<file path="config.mk">
export PLATFORM = sky130hd
export DESIGN_NAME = six_button_pad_scanner
export DESIGN_NICKNAME = d
export VERILOG_FILES = /design/src/rtl/sbps_pkg.sv /design/src/rtl/six_button_pad_scanner.sv /design/src/rtl/sbps_step.sv
export SDC_FILE = /design/constraint.sdc
export NUM_CORES = 1
export LEC_CHECK = 0
export BUFFER_PORTS_ARGS = -buffer_cell sky130_fd_sc_hd__buf_2
export CORE_AREA = 3 3 107 109
export DETAILED_ROUTE_END_ITERATION = 7
export DIE_AREA = 0 0 110 112
export PLACE_DENSITY = 0.75
export SETUP_SLACK_MARGIN = 0.05
export SKIP_CTS_REPAIR_TIMING = 1
export SYNTH_ARGS = -nofsm -noshare
export SYNTH_HDL_FRONTEND = slang
export SYNTH_SLANG_ARGS = --single-unit
</file>
<file path="constraint.sdc">
create_clock -name i_clk -period 3.2 [get_ports i_clk]
set_input_delay 0.48 -clock i_clk [delete_from_list [all_inputs] [get_ports i_clk]]
set_output_delay 0.48 -clock i_clk [all_outputs]
set_load 0.01 [all_outputs]
</file>
<file path="src/rtl/sbps_pkg.sv">
// ----------------------------------------------------------------------------
// sbps_pkg
// Shared types, codes and helpers of the six-button pad scanner: transfer
// payloads, sequencer steps, pad kinds and the wait-timer load rule.
// ----------------------------------------------------------------------------
package sbps_pkg;

    // timer width of the wait counter
    localparam int TIMER_BITS = 16;
    // width of the configuration registers and of the config write data
    localparam int CFG_W      = 16;
    localparam int CFG_IDX_W  = 1;
    localparam int PORT_W     = 6;
    localparam int BTN_W      = 12;

    // configuration register indexes
    localparam logic [CFG_IDX_W-1:0] CFG_PULSE_TICKS  = 1'd0;
    localparam logic [CFG_IDX_W-1:0] CFG_SETTLE_TICKS = 1'd1;

    // configuration reset values
    localparam logic [CFG_W-1:0] PULSE_TICKS_RST  = 16'd10;
    localparam logic [CFG_W-1:0] SETTLE_TICKS_RST = 16'd10000;

    // command codes
    localparam logic [1:0] OP_TICK   = 2'd0;
    localparam logic [1:0] OP_DETECT = 2'd1;
    localparam logic [1:0] OP_READ   = 2'd2;

    // pad kinds
    localparam logic [1:0] KIND_NONE   = 2'd0;
    localparam logic [1:0] KIND_SIMPLE = 2'd1;
    localparam logic [1:0] KIND_THREE  = 2'd2;
    localparam logic [1:0] KIND_SIX    = 2'd3;

    // pad line masks
    localparam logic [PORT_W-1:0] LINES_ALL     = 6'h3F;
    localparam logic [PORT_W-1:0] LINES_LR      = 6'h0C;
    localparam logic [PORT_W-1:0] LINES_NIBBLE  = 6'h0F;
    localparam logic [PORT_W-1:0] LINES_AB      = 6'h30;

    typedef enum logic [4:0] {
        ST_IDLE      = 5'd0,
        ST_SP_WAIT   = 5'd1,
        ST_D_OUT     = 5'd2,
        ST_D_HIGH    = 5'd3,
        ST_D_LOW     = 5'd4,
        ST_M1        = 5'd5,
        ST_M2        = 5'd6,
        ST_M3        = 5'd7,
        ST_M4        = 5'd8,
        ST_M5        = 5'd9,
        ST_M6        = 5'd10,
        ST_NONE_WAIT = 5'd11,
        ST_R1        = 5'd12,
        ST_R2        = 5'd13,
        ST_R3        = 5'd14,
        ST_R4        = 5'd15,
        ST_R5        = 5'd16,
        ST_R6        = 5'd17,
        ST_R7        = 5'd18,
        ST_R8        = 5'd19
    } t_seq_step;

    typedef struct packed {
        logic [1:0]        op;
        logic [PORT_W-1:0] pad_port;
        logic              th_active;
    } t_in_item;

    typedef struct packed {
        logic             select_level;
        logic             select_drive;
        logic             switch_on;
        logic [1:0]       pad_kind;
        logic [BTN_W-1:0] buttons;
        logic             busy_res;
        logic             done_res;
    } t_out_item;

    // sequencer state carried between items
    typedef struct packed {
        t_seq_step             seq_step;
        logic [TIMER_BITS-1:0] wait_count;
        logic [BTN_W-1:0]      button_word;
        logic [1:0]            pad_kind;
        logic [PORT_W-1:0]     high_sample;
        logic                  select_lvl;
        logic                  drive;
        logic                  switch_en;
    } t_core_state;

    typedef struct packed {
        logic [CFG_W-1:0] pulse_ticks;
        logic [CFG_W-1:0] settle_ticks;
    } t_cfg;

    localparam int CMP_W = (TIMER_BITS > CFG_W) ? TIMER_BITS : CFG_W;

    // wait load: zero counts as one tick, long waits clamp to the timer top
    function automatic logic [TIMER_BITS-1:0] wait_load(input logic [CFG_W-1:0] ticks);
        logic [CMP_W-1:0] t;
        logic [CMP_W-1:0] top;
        t   = CMP_W'(ticks);
        top = CMP_W'({TIMER_BITS{1'b1}});
        if (t == '0) begin
            t = CMP_W'(1);
        end
        if (t > top) begin
            t = top;
        end
        return t[TIMER_BITS-1:0];
    endfunction

endpackage

</file>
<file path="src/rtl/six_button_pad_scanner.sv">
// ----------------------------------------------------------------------------
// six_button_pad_scanner
// Timed select-line sequencer that detects the attached pad kind and reads
// a 12-bit button word from a multiplexed six-line pad port.
// ----------------------------------------------------------------------------
// Usage
//   Input channel (i_in_valid / o_in_ready / i_in_item) carries one command
//   per transfer: tick, start detection or start button read, with the pad
//   lines and the TH flag. Each transfer yields exactly one result transfer
//   (o_out_valid / i_out_ready / o_out_item) showing the select outputs,
//   pad kind, button word and busy/done flags after that item.
//   An accepted item is captured in the input register and passes through
//   the sequencer step logic into the result register. Throughput is one
//   item per cycle while the receiver does not stall, set by the single
//   pass from input to result register.
//   When the receiver stalls, the result register holds and the input
//   register still takes one more item; after that o_in_ready drops until
//   the result is taken.
//   Reset (synchronous, active low) empties both registers, returns the
//   sequencer to idle with select high and released, switch off, no pad,
//   and loads the default pulse and settle tick counts.
//   Configuration writes via i_cfg_we / i_cfg_idx / i_cfg_data apply at once.
// ----------------------------------------------------------------------------
module six_button_pad_scanner (
    input  logic                                i_clk,
    input  logic                                i_rst_n,
    input  logic                                i_in_valid,
    output logic                                o_in_ready,
    input  sbps_pkg::t_in_item                  i_in_item,
    output logic                                o_out_valid,
    input  logic                                i_out_ready,
    output sbps_pkg::t_out_item                 o_out_item,
    input  logic                                i_cfg_we,
    input  logic [sbps_pkg::CFG_IDX_W-1:0]      i_cfg_idx,
    input  logic [sbps_pkg::CFG_W-1:0]          i_cfg_data
);
    import sbps_pkg::*;

    t_cfg        r_cfg;
    t_in_item    r_in;
    logic        r_in_valid;
    t_out_item   r_out;
    logic        r_out_valid;
    t_core_state r_state;
    t_core_state n_state;
    logic        n_done;
    logic        advance;

    // item moves from input register to result register
    assign advance    = r_in_valid && (!r_out_valid || i_out_ready);
    assign o_in_ready = !r_in_valid || advance;

    // configuration registers
    always_ff @(posedge i_clk) begin
        if (!i_rst_n) begin
            r_cfg.pulse_ticks  <= PULSE_TICKS_RST;
            r_cfg.settle_ticks <= SETTLE_TICKS_RST;
        end else if (i_cfg_we) begin
            case (i_cfg_idx)
                CFG_PULSE_TICKS:  r_cfg.pulse_ticks  <= i_cfg_data;
                CFG_SETTLE_TICKS: r_cfg.settle_ticks <= i_cfg_data;
                default: ;
            endcase
        end
    end

    // input register
    always_ff @(posedge i_clk) begin
        if (!i_rst_n) begin
            r_in_valid <= 1'b0;
        end else if (o_in_ready) begin
            r_in_valid <= i_in_valid;
        end
    end

    always_ff @(posedge i_clk) begin
        if (o_in_ready && i_in_valid) begin
            r_in <= i_in_item;
        end
    end

    // sequencer step logic
    sbps_step u_step (
        .state_q (r_state),
        .item    (r_in),
        .cfg     (r_cfg),
        .state_d (n_state),
        .done    (n_done)
    );

    // sequencer state
    always_ff @(posedge i_clk) begin
        if (!i_rst_n) begin
            r_state.seq_step    <= ST_IDLE;
            r_state.wait_count  <= '0;
            r_state.button_word <= '0;
            r_state.pad_kind    <= KIND_NONE;
            r_state.high_sample <= LINES_ALL;
            r_state.select_lvl  <= 1'b1;
            r_state.drive       <= 1'b0;
            r_state.switch_en   <= 1'b0;
        end else if (advance) begin
            r_state <= n_state;
        end
    end

    // result register
    always_ff @(posedge i_clk) begin
        if (!i_rst_n) begin
            r_out_valid <= 1'b0;
        end else if (advance) begin
            r_out_valid <= 1'b1;
        end else if (i_out_ready) begin
            r_out_valid <= 1'b0;
        end
    end

    always_ff @(posedge i_clk) begin
        if (advance) begin
            r_out.select_level <= n_state.select_lvl;
            r_out.select_drive <= n_state.drive;
            r_out.switch_on    <= n_state.switch_en;
            r_out.pad_kind     <= n_state.pad_kind;
            r_out.buttons      <= n_state.button_word;
            r_out.busy_res     <= (n_state.seq_step != ST_IDLE);
            r_out.done_res     <= n_done;
        end
    end

    assign o_out_valid = r_out_valid;
    assign o_out_item  = r_out;

    // a running sequence always has a pending wait
    a_wait_pending: assert property (@(posedge i_clk) disable iff (!i_rst_n)
        (r_state.seq_step != ST_IDLE) |-> (r_state.wait_count != '0))
        else $error("sequencer busy with an empty wait timer");

    // a finished sequence is never reported busy
    a_done_not_busy: assert property (@(posedge i_clk) disable iff (!i_rst_n)
        r_out_valid |-> !(r_out.done_res && r_out.busy_res))
        else $error("result flags done and busy together");

    // the analog switch stays enabled once set
    a_switch_sticky: assert property (@(posedge i_clk) disable iff (!i_rst_n)
        r_state.switch_en |=> r_state.switch_en)
        else $error("analog switch enable dropped");

    // a held input item is not lost while the result side stalls
    a_in_held: assert property (@(posedge i_clk) disable iff (!i_rst_n)
        (r_in_valid && !advance) |=> (r_in_valid && $stable(r_in)))
        else $error("stalled input item lost or changed");

endmodule

</file>
<file path="src/rtl/sbps_step.sv">
// ----------------------------------------------------------------------------
// sbps_step
// Next-state logic of the pad scanner sequencer: one item in, the state that
// follows it and the done flag out.
// ----------------------------------------------------------------------------
module sbps_step (
    input  sbps_pkg::t_core_state state_q,
    input  sbps_pkg::t_in_item    item,
    input  sbps_pkg::t_cfg        cfg,
    output sbps_pkg::t_core_state state_d,
    output logic                  done
);
    import sbps_pkg::*;

    logic [TIMER_BITS-1:0] dec_count;
    logic [TIMER_BITS-1:0] pulse_load;
    logic [TIMER_BITS-1:0] settle_load;
    logic [PORT_W-1:0]     port_n;

    assign pulse_load  = wait_load(cfg.pulse_ticks);
    assign settle_load = wait_load(cfg.settle_ticks);
    assign port_n      = ~item.pad_port;
    assign dec_count   = (state_q.wait_count != '0) ? state_q.wait_count - 1'b1
                                                    : state_q.wait_count;

    // command start, timer advance and step actions
    always_comb begin
        state_d = state_q;
        done    = 1'b0;
        if (state_q.seq_step == ST_IDLE && item.op == OP_DETECT) begin
            state_d.wait_count = settle_load;
            if (item.th_active) begin
                state_d.drive    = 1'b0;
                state_d.seq_step = ST_SP_WAIT;
            end else begin
                state_d.drive    = 1'b1;
                state_d.seq_step = ST_D_OUT;
            end
        end else if (state_q.seq_step == ST_IDLE && item.op == OP_READ) begin
            state_d.select_lvl = 1'b1;
            state_d.wait_count = settle_load;
            state_d.seq_step   = ST_R1;
        end else if (state_q.seq_step != ST_IDLE) begin
            state_d.wait_count = dec_count;
            if (dec_count == '0) begin
                case (state_q.seq_step)
                    ST_SP_WAIT: begin
                        state_d.switch_en = 1'b1;
                        state_d.pad_kind  = KIND_SIMPLE;
                        done              = 1'b1;
                    end
                    ST_D_OUT: begin
                        state_d.select_lvl = 1'b1;
                        state_d.wait_count = settle_load;
                        state_d.seq_step   = ST_D_HIGH;
                    end
                    ST_D_HIGH: begin
                        state_d.high_sample = item.pad_port;
                        state_d.select_lvl  = 1'b0;
                        state_d.wait_count  = pulse_load;
                        state_d.seq_step    = ST_D_LOW;
                    end
                    ST_D_LOW: begin
                        if ((item.pad_port & LINES_LR) == '0) begin
                            state_d.pad_kind   = KIND_THREE;
                            state_d.select_lvl = 1'b1;
                            state_d.wait_count = pulse_load;
                            state_d.seq_step   = ST_M1;
                        end else begin
                            state_d.drive      = 1'b0;
                            state_d.wait_count = settle_load;
                            state_d.seq_step   = (state_q.high_sample != LINES_ALL)
                                                 ? ST_SP_WAIT : ST_NONE_WAIT;
                        end
                    end
                    ST_M1, ST_M3: begin
                        state_d.select_lvl = 1'b0;
                        state_d.wait_count = pulse_load;
                        state_d.seq_step   = (state_q.seq_step == ST_M1) ? ST_M2 : ST_M4;
                    end
                    ST_M2: begin
                        state_d.select_lvl = 1'b1;
                        state_d.wait_count = pulse_load;
                        state_d.seq_step   = ST_M3;
                    end
                    ST_M4: begin
                        if ((item.pad_port & LINES_NIBBLE) == '0) begin
                            state_d.select_lvl = 1'b1;
                            state_d.wait_count = pulse_load;
                            state_d.seq_step   = ST_M5;
                        end else begin
                            state_d.select_lvl = 1'b1;
                            done               = 1'b1;
                        end
                    end
                    ST_M5: begin
                        state_d.select_lvl = 1'b0;
                        state_d.wait_count = pulse_load;
                        state_d.seq_step   = ST_M6;
                    end
                    ST_M6: begin
                        if ((item.pad_port & LINES_NIBBLE) == LINES_NIBBLE) begin
                            state_d.pad_kind = KIND_SIX;
                        end
                        state_d.select_lvl = 1'b1;
                        done               = 1'b1;
                    end
                    ST_R1: begin
                        state_d.button_word[5:0] = port_n;
                        state_d.select_lvl       = 1'b0;
                        state_d.wait_count       = pulse_load;
                        state_d.seq_step         = ST_R2;
                    end
                    ST_R2: begin
                        state_d.button_word[7:6] = port_n[5:4];
                        state_d.select_lvl       = 1'b1;
                        if (state_q.pad_kind == KIND_SIX) begin
                            state_d.wait_count = pulse_load;
                            state_d.seq_step   = ST_R3;
                        end else begin
                            done = 1'b1;
                        end
                    end
                    ST_R3, ST_R5: begin
                        state_d.select_lvl = 1'b0;
                        state_d.wait_count = pulse_load;
                        state_d.seq_step   = (state_q.seq_step == ST_R3) ? ST_R4 : ST_R6;
                    end
                    ST_R4, ST_R6: begin
                        state_d.select_lvl = 1'b1;
                        state_d.wait_count = pulse_load;
                        state_d.seq_step   = (state_q.seq_step == ST_R4) ? ST_R5 : ST_R7;
                    end
                    ST_R7: begin
                        state_d.button_word[11:8] = port_n[3:0];
                        state_d.select_lvl        = 1'b0;
                        state_d.wait_count        = pulse_load;
                        state_d.seq_step          = ST_R8;
                    end
                    ST_R8: begin
                        state_d.select_lvl = 1'b1;
                        done               = 1'b1;
                    end
                    default: begin
                        done = 1'b1;
                    end
                endcase
                // a finished sequence returns to idle with the timer cleared
                if (done) begin
                    state_d.seq_step   = ST_IDLE;
                    state_d.wait_count = '0;
                end
            end
        end
    end

endmodule

</file>
Yosys cells after proc, flatten, opt, wreduce, memory -nomap -nowiden

Index checks and enable logic that the tools add are counted.

Flip-flop bits (word level): 106
Input bits: 31
Output and inout port bits: 21
Logic and storage cells: 131

Add/subtract/negate cells: 1
$lt $le $gt $ge: 2
Eq/ne operators: 23
Multiplexer cells: 47
Bitwise gates (word level): 6
Reductions and logical operators: 30

Operators with widths:

| operator              | number |
|---|---|
| $pmux 21 s12          | 1 |
| $mux 21               | 7 |
| $mux 44               | 2 |
| $mux 16               | 5 |
| $logic_not 16->1      | 3 |
| $eq 5x4->1 const B    | 7 |
| $gt 16x16->1 const B  | 2 |
| $eq 5x3->1 const B    | 4 |
| $eq 5x5->1 const B    | 4 |
| $mux 20               | 1 |
| $mux 1                | 16 |
| $reduce_bool 16->1    | 1 |
| $reduce_or 8->1       | 2 |
| $sub 16x1->16 const B | 1 |
| $reduce_or 13->1      | 1 |
| $logic_not 6->1       | 2 |
| $mux 2                | 6 |
| $mux 4                | 3 |
| $mux 6                | 2 |
| $eq 5x2->1 const B    | 2 |
| $reduce_bool 5->1     | 2 |
| $ne 6x6->1 const B    | 1 |
| $not 6->6             | 1 |
| $pmux 1 s3            | 2 |
| 17 further kinds      | 31 |

Longest topological paths before layout

Gate-level depths: netlist of the first run.

Depth in word-level cells: 13
Depth in mapped cells: 12
Depth with buffers taken out: 10

Hierarchy

Synthesis of the first run repeated with hierarchy kept, for this count alone.

Cells, all modules: 768
Area total of the unflattened synthesis: 6284.8 um^2

By module, submodules not included:

| module                 | instances | cells each | area an instance (um^2) | sequential area each (um^2) |
|---|---|---|---|---|
| six_button_pad_scanner | 1         | 376        | 3911.3                  | 2402.3 |
| sbps_step              | 1         | 392        | 2373.5                  | 0.0 |

Least setup slack after synthesis of the first run

No wires, ideal clock.

Path kind: reg-to-reg
From: register r_state[23] (netlist name)
To: register r_out, in the netlist o_out_item[1], data pin
Setup time: 0.274 ns
Arrival time: 2.672 ns
Setup slack: 0.254 ns
Stages on the path, launching flop included: 12
Buffers on the path: 1
Period minus slack after synthesis: 2.946 ns
Cell sequence: dfxtp_1 inv_1 ha_1 or3b_1 clkbuf_2 o41ai_4 o2111ai_2 nor4_4 nand2_4 a2bb2oi_1 a2111oi_0 nand4bb_1

Cells in the longest elaborated chain, start to end: 8
Elaborated cells on any way between the ends: 9
Classes of those cells: add/sub (1); mux (5); reduce/logical (3)

RTL lines:

| item                                                       | line                          | RTL |
|---|---|---|
| start, declared                                            | six_button_pad_scanner.sv:44  | `t_core_state r_state;` |
| start signal, assigned                                     | six_button_pad_scanner.sv:103 | `r_state <= n_state;` |
| $sub 16x1->16 / $reduce_bool 16->1 (equally long branches) | sbps_step.sv:23               | `assign dec_count = (state_q.wait_count != '0) ? state_q.wait_count - 1'b1` |
| $mux 16 (*)                                                | sbps_step.sv:23               |  |
| $logic_not 16->1 (*)                                       | sbps_step.sv:45               | `if (dec_count == '0) begin` |
| $mux 44 (*)                                                | sbps_step.sv:45               |  |
| $mux 44 (*)                                                | sbps_step.sv:43               | `end else if (state_q.seq_step != ST_IDLE) begin` |
| $mux 21 (*)                                                | sbps_step.sv:39               | `end else if (state_q.seq_step == ST_IDLE && item.op == OP_READ) begin` |
| $mux 21 (*)                                                | sbps_step.sv:30               | `if (state_q.seq_step == ST_IDLE && item.op == OP_DETECT) begin` |
| $reduce_bool 5->1 (*)                                      | six_button_pad_scanner.sv:125 | `r_out.busy_res <= (n_state.seq_step != ST_IDLE);` |
| end, declared                                              | six_button_pad_scanner.sv:42  | `t_out_item r_out;` |

Every way passes the cells marked *; elsewhere a longest branch is shown, timed or not. The select of a mux whose other input is x is not followed.
A chain may end at the register's enable or synchronous reset.

Final worst setup path of the first run

Same ends and word-level chain as after synthesis.

==> impl_metrics.json, run 1 <==
{
  "status": "complete, no violations",
  "end_kind": "flop",
  "netlist_area_um2": 5640,
  "dr.first_iter.drc_count": 577,
  "antenna_found_initial": 0,
  "power_mw": 2.987,
  "ir_drop_mv": 0.3705,
  "synthToLayoutAreaGrowth_pct": 12.49,
  "clock_latency_ps": 380,
  "tritoncts": "built",
  "initial_utilization": 0.5273,
  "ys.warnings.count": 0,
  "synth_seq_cells": 106,
  "dr.pass1.iters": 6,
  "leakagePower_nw": 2.464,
  "port_buffers": 51,
  "drv_cap": 0,
  "postRouteAntennaNets": 0,
  "yosysSeqAreaShare": 0.4259,
  "coreArea_um2": 10700,
  "globalRouteOverflowTotal": 0,
  "crit_type": "reg -> reg",
  "worstSetupStartpointType": "flop",
  "vias": 5282,
  "slew_headroom": 0.4195,
  "drc_errors": 0,
  "synthArstFlopShare": 0,
  "drt_wl_total_um": 15130,
  "clock-sinks": 106,
  "stdcell_area_um2": 6345,
  "grt_pass1_wl_um": 24700,
  "ys.flop_type": "dfxtp_1",
  "syn_avg_cell_area_um2": 8.638,
  "worst-path-buf-inv": 2,
  "wl_per_cell_um": 17.84,
  "dpl-instance-area_um2": 6087,
  "worst_clock_skew_ps": 11.94,
  "final_nets": 735,
  "ys_types": 71,
  "max_freq_mhz": 332.3,
  "setup-violations-final": 0,
  "p_per_area_nw_per_um2": 470.8,
  "die_w_um": 110,
  "grt_max_degree": 52,
  "maxSlewViolCount": 0,
  "min_period_ps": 3009,
  "final_common_cell": "nand2_1",
  "crit_required_ps": 3320,
  "cts_buffers": 9,
  "hold_viol": 0,
  "num_antenna_cells": 0,
  "clock_path_buffers": 2,
  "path_cells": "inv_1 > ha_1 > or3b_4 > or4_1 > o2111ai_2 > nor4_4 > buf_4 > and4_1 > a21oi_1 > a2bb2oi_1 > nand4bb_1",
  "die_area_um2": 12320,
  "row_count": 38,
  "grt_pass1_vias": 4879,
  "hp-class": "in -> reg",
  "cts-root-buf": "clkbuf_8",
  "avgViaCountPerCell": 6.229,
  "cp_slowest_stage_delay_ps": 460,
  "tns_ps": 0,
  "final_cell_mix": "nand2_1, dfxtp_1, o21ai_0, buf_2, nor2_1",
  "synth_fp_nets": 685,
  "top_level_ports": 52,
  "worstPathArrival_ps": 3130,
  "syn_inst": 653,
  "die_h_um": 112,
  "gp_congestion": 0.9946,
  "dp_hpwl_um": 10620,
  "clk_pin_slew_ps": 100,
  "tightest_slew_ps": 870.7,
  "worstPathMaxFanout": 8,
  "grt_usage": 0.2512,
  "synth_edf_count": 28,
  "rsz0062_at_grt": "true",
  "finalCritPeriodShare": 0.9404,
  "critPathSlowestCell": "or4_1",
  "path_delay_family": "simple AND/OR/NAND/NOR gates",
  "h-tree-depth": 3,
  "final_layout_size_suffix_gt1_frac": 0.1893
}
[registers in the layout (all words and copies together), names as in the netlist]
register	cells
r_in_valid	1
r_cfg	32
o_out_valid	1
r_state	44
o_out_item	19
r_in	9
[cell usage after synthesis (6+ instances only)]
cell | count | share of area
nor3_1 | 17 | 0.015
a31oi_1 | 6 | 0.0067
nor2b_1 | 6 | 0.0067
o21ai_1 | 6 | 0.0053
dfxtp_1 | 78 | 0.28
nand3_1 | 19 | 0.017
o21ai_0 | 56 | 0.050
nor2_1 | 43 | 0.029
a21boi_0 | 27 | 0.036
nor4_1 | 12 | 0.013
o21a_1 | 8 | 0.011
or4_1 | 6 | 0.0080
nand4_1 | 6 | 0.0067
inv_1 | 10 | 0.0067
xnor2_1 | 7 | 0.011
nand2_1 | 112 | 0.075
mux2i_1 | 12 | 0.021
a221oi_1 | 8 | 0.012
clkbuf_1 | 36 | 0.024
o211a_1 | 9 | 0.016
a22oi_1 | 16 | 0.021
nand2b_1 | 8 | 0.0089
edfxtp_1 | 28 | 0.15
a21oi_1 | 23 | 0.020
[power breakdown]
part	leakage [nW]	internal [mW]	switching (mW)
registers	0.907	1.44	0.0765
logic	1.46	0.276	0.404
clock network	0.0949	0.301	0.492
total	2.46	2.02	0.972
[worst paths after layout]
check | to | slack [ps] | startpoint | cells past startpoint
worst max-delay path | o_out_item[1] | 190 | r_state[23] | 11
worst min-delay path | r_in[1] | 270 | i_in_item[1] | 1
worst max register to register | o_out_item[1] | 190 | r_state[23] | 11
worst min register to register | r_cfg[16] | 490 | r_cfg[16] | 2
[logic make-up (layout without fill, tap and decap cells)]
family | Yosys count | count (layout) | synth area share
multiplexers | 13 | 13 | 0.02329
XOR/XNOR | 9 | 9 | 0.01398
flip-flops | 106 | 106 | 0.4259
adder cells (fa/ha/maj) | 1 | 1 | 0.002218
AO/OA/AOI/OAI | 208 | 208 | 0.2611
AND/OR/NAND/NOR | 260 | 260 | 0.2291
buffers and inverters | 56 | 111 | 0.04436
[layer usage]
metal | track usage | routed length (µm)
met4 | 0.07648 | 287
met2 | 0.3677 | 6686
met1 | 0.3738 | 6754
met3 | 0.04812 | 1397
met5 | 0 | 0
[area by class of cell]
class | instances | area, µm²
Timing Repair Buffer | 84 | 515.5
Clock buffer | 10 | 127.6
Tap cell | 140 | 175.2
Fill cell | 903 | 4353
Sequential cell | 106 | 2402
Clock inverter | 6 | 57.56
Multi-Input combinational cell | 491 | 3025
Inverter | 11 | 41.29
[stage by stage]
step | cells | util | setup slack, ps | hold slack, ps
floorplan | 653 | - | 253.8 | 441.2
global placement | 829 | 0.5690 | 178.8 | 452.4
detailed placement | 829 | 0.5690 | 96.37 | 462.0
CTS | 845 | 0.5863 | 63.31 | 251.1
global route | 848 | 0.5931 | 37.38 | 242.7
finish | 848 | 0.5931 | 190.6 | 266.3
[worst register-to-register path, delay by kind of cell (launching register included)]
kind / cells / cell delay, ps
flip-flops: 1 / 350
AND/OR/NAND/NOR: 5 / 1300
AO/OA/AOI/OAI: 3 / 670
adder cells (fa/ha/maj): 1 / 170
buffers and inverters: 2 / 280
Power figures use the tool's default switching activity.
==> inputs of run 2 (changes only) <==
MAX_ROUTING_LAYER = met4   (was unset)
==> run 2 against run 1 <==
Net effect:
- register-to-register slack about the same
- critical endpoint unchanged
- utilization up 0.094 points
- non-clock buffer count up 1
- total power up 1.6%
- sequential cell count unchanged
- cell area up 0.16%
==> impl_metrics.json, run 2 (synthesized netlist as in run 1, its figures left out) <==
{
  "tightest_slew_ps": 854.3,
  "antenna_found_initial": 0,
  "vias": 5285,
  "die_w_um": 110,
  "worstPathMaxFanout": 8,
  "die_h_um": 112,
  "worstSetupStartpointType": "flop",
  "wl_per_cell_um": 17.87,
  "status": "complete, no violations",
  "end_kind": "flop",
  "pre_cts_slack_ps": 95.93,
  "min_period_ps": 2995,
  "power_mw": 3.034,
  "hold_ws_ps": 267.6,
  "slew_headroom": 0.4305,
  "clock-sinks": 106,
  "cts_buffers": 9,
  "postRouteAntennaNets": 0,
  "hp-class": "in -> reg",
  "finalCritPeriodShare": 0.9360,
  "final_util": 0.5940,
  "final_common_cell": "nand2_1",
  "p_per_area_nw_per_um2": 477.4,
  "tns_ps": 0,
  "port_buffers": 51,
  "dp_hpwl_um": 10780,
  "globalRouteOverflowTotal": 0,
  "crit_required_ps": 3320,
  "largest_register_ffs": 44,
  "leakagePower_nw": 2.463,
  "regMostFlops": "r_state",
  "max_freq_mhz": 333.9,
  "clock_path_buffers": 2,
  "tritoncts": "built",
  "synthToLayoutAreaGrowth_pct": 12.67,
  "crit_type": "reg -> reg",
  "worst_clock_skew_ps": 9.157,
  "dr.pass1.iters": 6,
  "finalWorstSetupSlack_ps": 204.7,
  "coreArea_um2": 10700,
  "hold_viol": 0,
  "drv_cap": 0,
  "grt_pass1_vias": 5035,
  "dr.first_iter.drc_count": 517,
  "gp_congestion": 1.024,
  "initial_utilization": 0.5273,
  "final_nets": 736,
  "row_count": 38,
  "ir_drop_mv": 0.3505,
  "grt_max_degree": 49,
  "maxSlewViolCount": 0,
  "worstPathArrival_ps": 3110,
  "cts-root-buf": "clkbuf_8",
  "grt_usage": 0.2603,
  "fill_cells": 940,
  "h-tree-depth": 3,
  "rsz0062_at_grt": "true",
  "clk_pin_slew_ps": 110,
  "top_level_ports": 52,
  "drc_errors": 0,
  "clock_latency_ps": 380,
  "setup-violations-final": 0,
  "final_cell_mix": "nand2_1, dfxtp_1, o21ai_0, buf_2, nor2_1",
  "final_layout_size_suffix_gt1_frac": 0.1946,
  "grt_pass1_wl_um": 24970,
  "die_area_um2": 12320,
  "num_antenna_cells": 0,
  "drt_wl_total_um": 15180,
  "avgViaCountPerCell": 6.225
}
-- run 2: path summary, 6_finish.rpt --
check                     from             to  slack [ps]  depth (start not counted)
hold / removal    i_in_item[1]        r_in[1]         270                          1
hold reg to reg     r_state[3]     r_state[3]         490                          2
setup / recovery   r_state[23]  o_out_item[1]         200                         11
setup reg to reg   r_state[23]  o_out_item[1]         200                         11
-- run 2: layout make-up --
| cell class | count | area (µm²) | area share |
|---|---|---|---|
| multi-input combinational | 491 | 3022 | 0.4755 |
| clock inverter | 7 | 80.08 | 0.01260 |
| tap | 140 | 175.2 | 0.02756 |
| sequential | 106 | 2402 | 0.3780 |
| inverter | 11 | 41.29 | 0.006497 |
| timing repair buffer | 85 | 510.5 | 0.08033 |
| clock buffer | 9 | 123.9 | 0.01949 |
-- run 2: routing by layer --
metal  GRT usage  vias up  routed length (µm)
met5           -        -                   0
met4     0.08645        0                 201
met3     0.04348       22                1386
met2      0.3661      262                6725
met1      0.3790     2505                6861
li1            -     2496                   -
-- run 2: through the flow --
step,instance area (µm²),std cells
global placement,6095,830
detailed placement,6095,830
finish,6355,849
CTS,6299,846
global route,6355,849
floorplan,5640,653
-- run 2: power by group --
group	switching, mW	internal [mW]	total (mW)	leakage (nW)
clock network	0.522	0.314	0.837	0.105
logic	0.399	0.282	0.681	1.45
registers	0.0779	1.44	1.52	0.907
-- run 2: worst max-delay path: stages (launching register included) --
cell and delay [ps]:
dfxtp_1 360, inv_1 120, ha_1 170, or3b_4 430
or4_1 460, o2111ai_2 290, nor4_4 70, buf_4 170
and4_1 160, a21oi_1 120, a2bb2oi_1 250, nand4bb_1 130
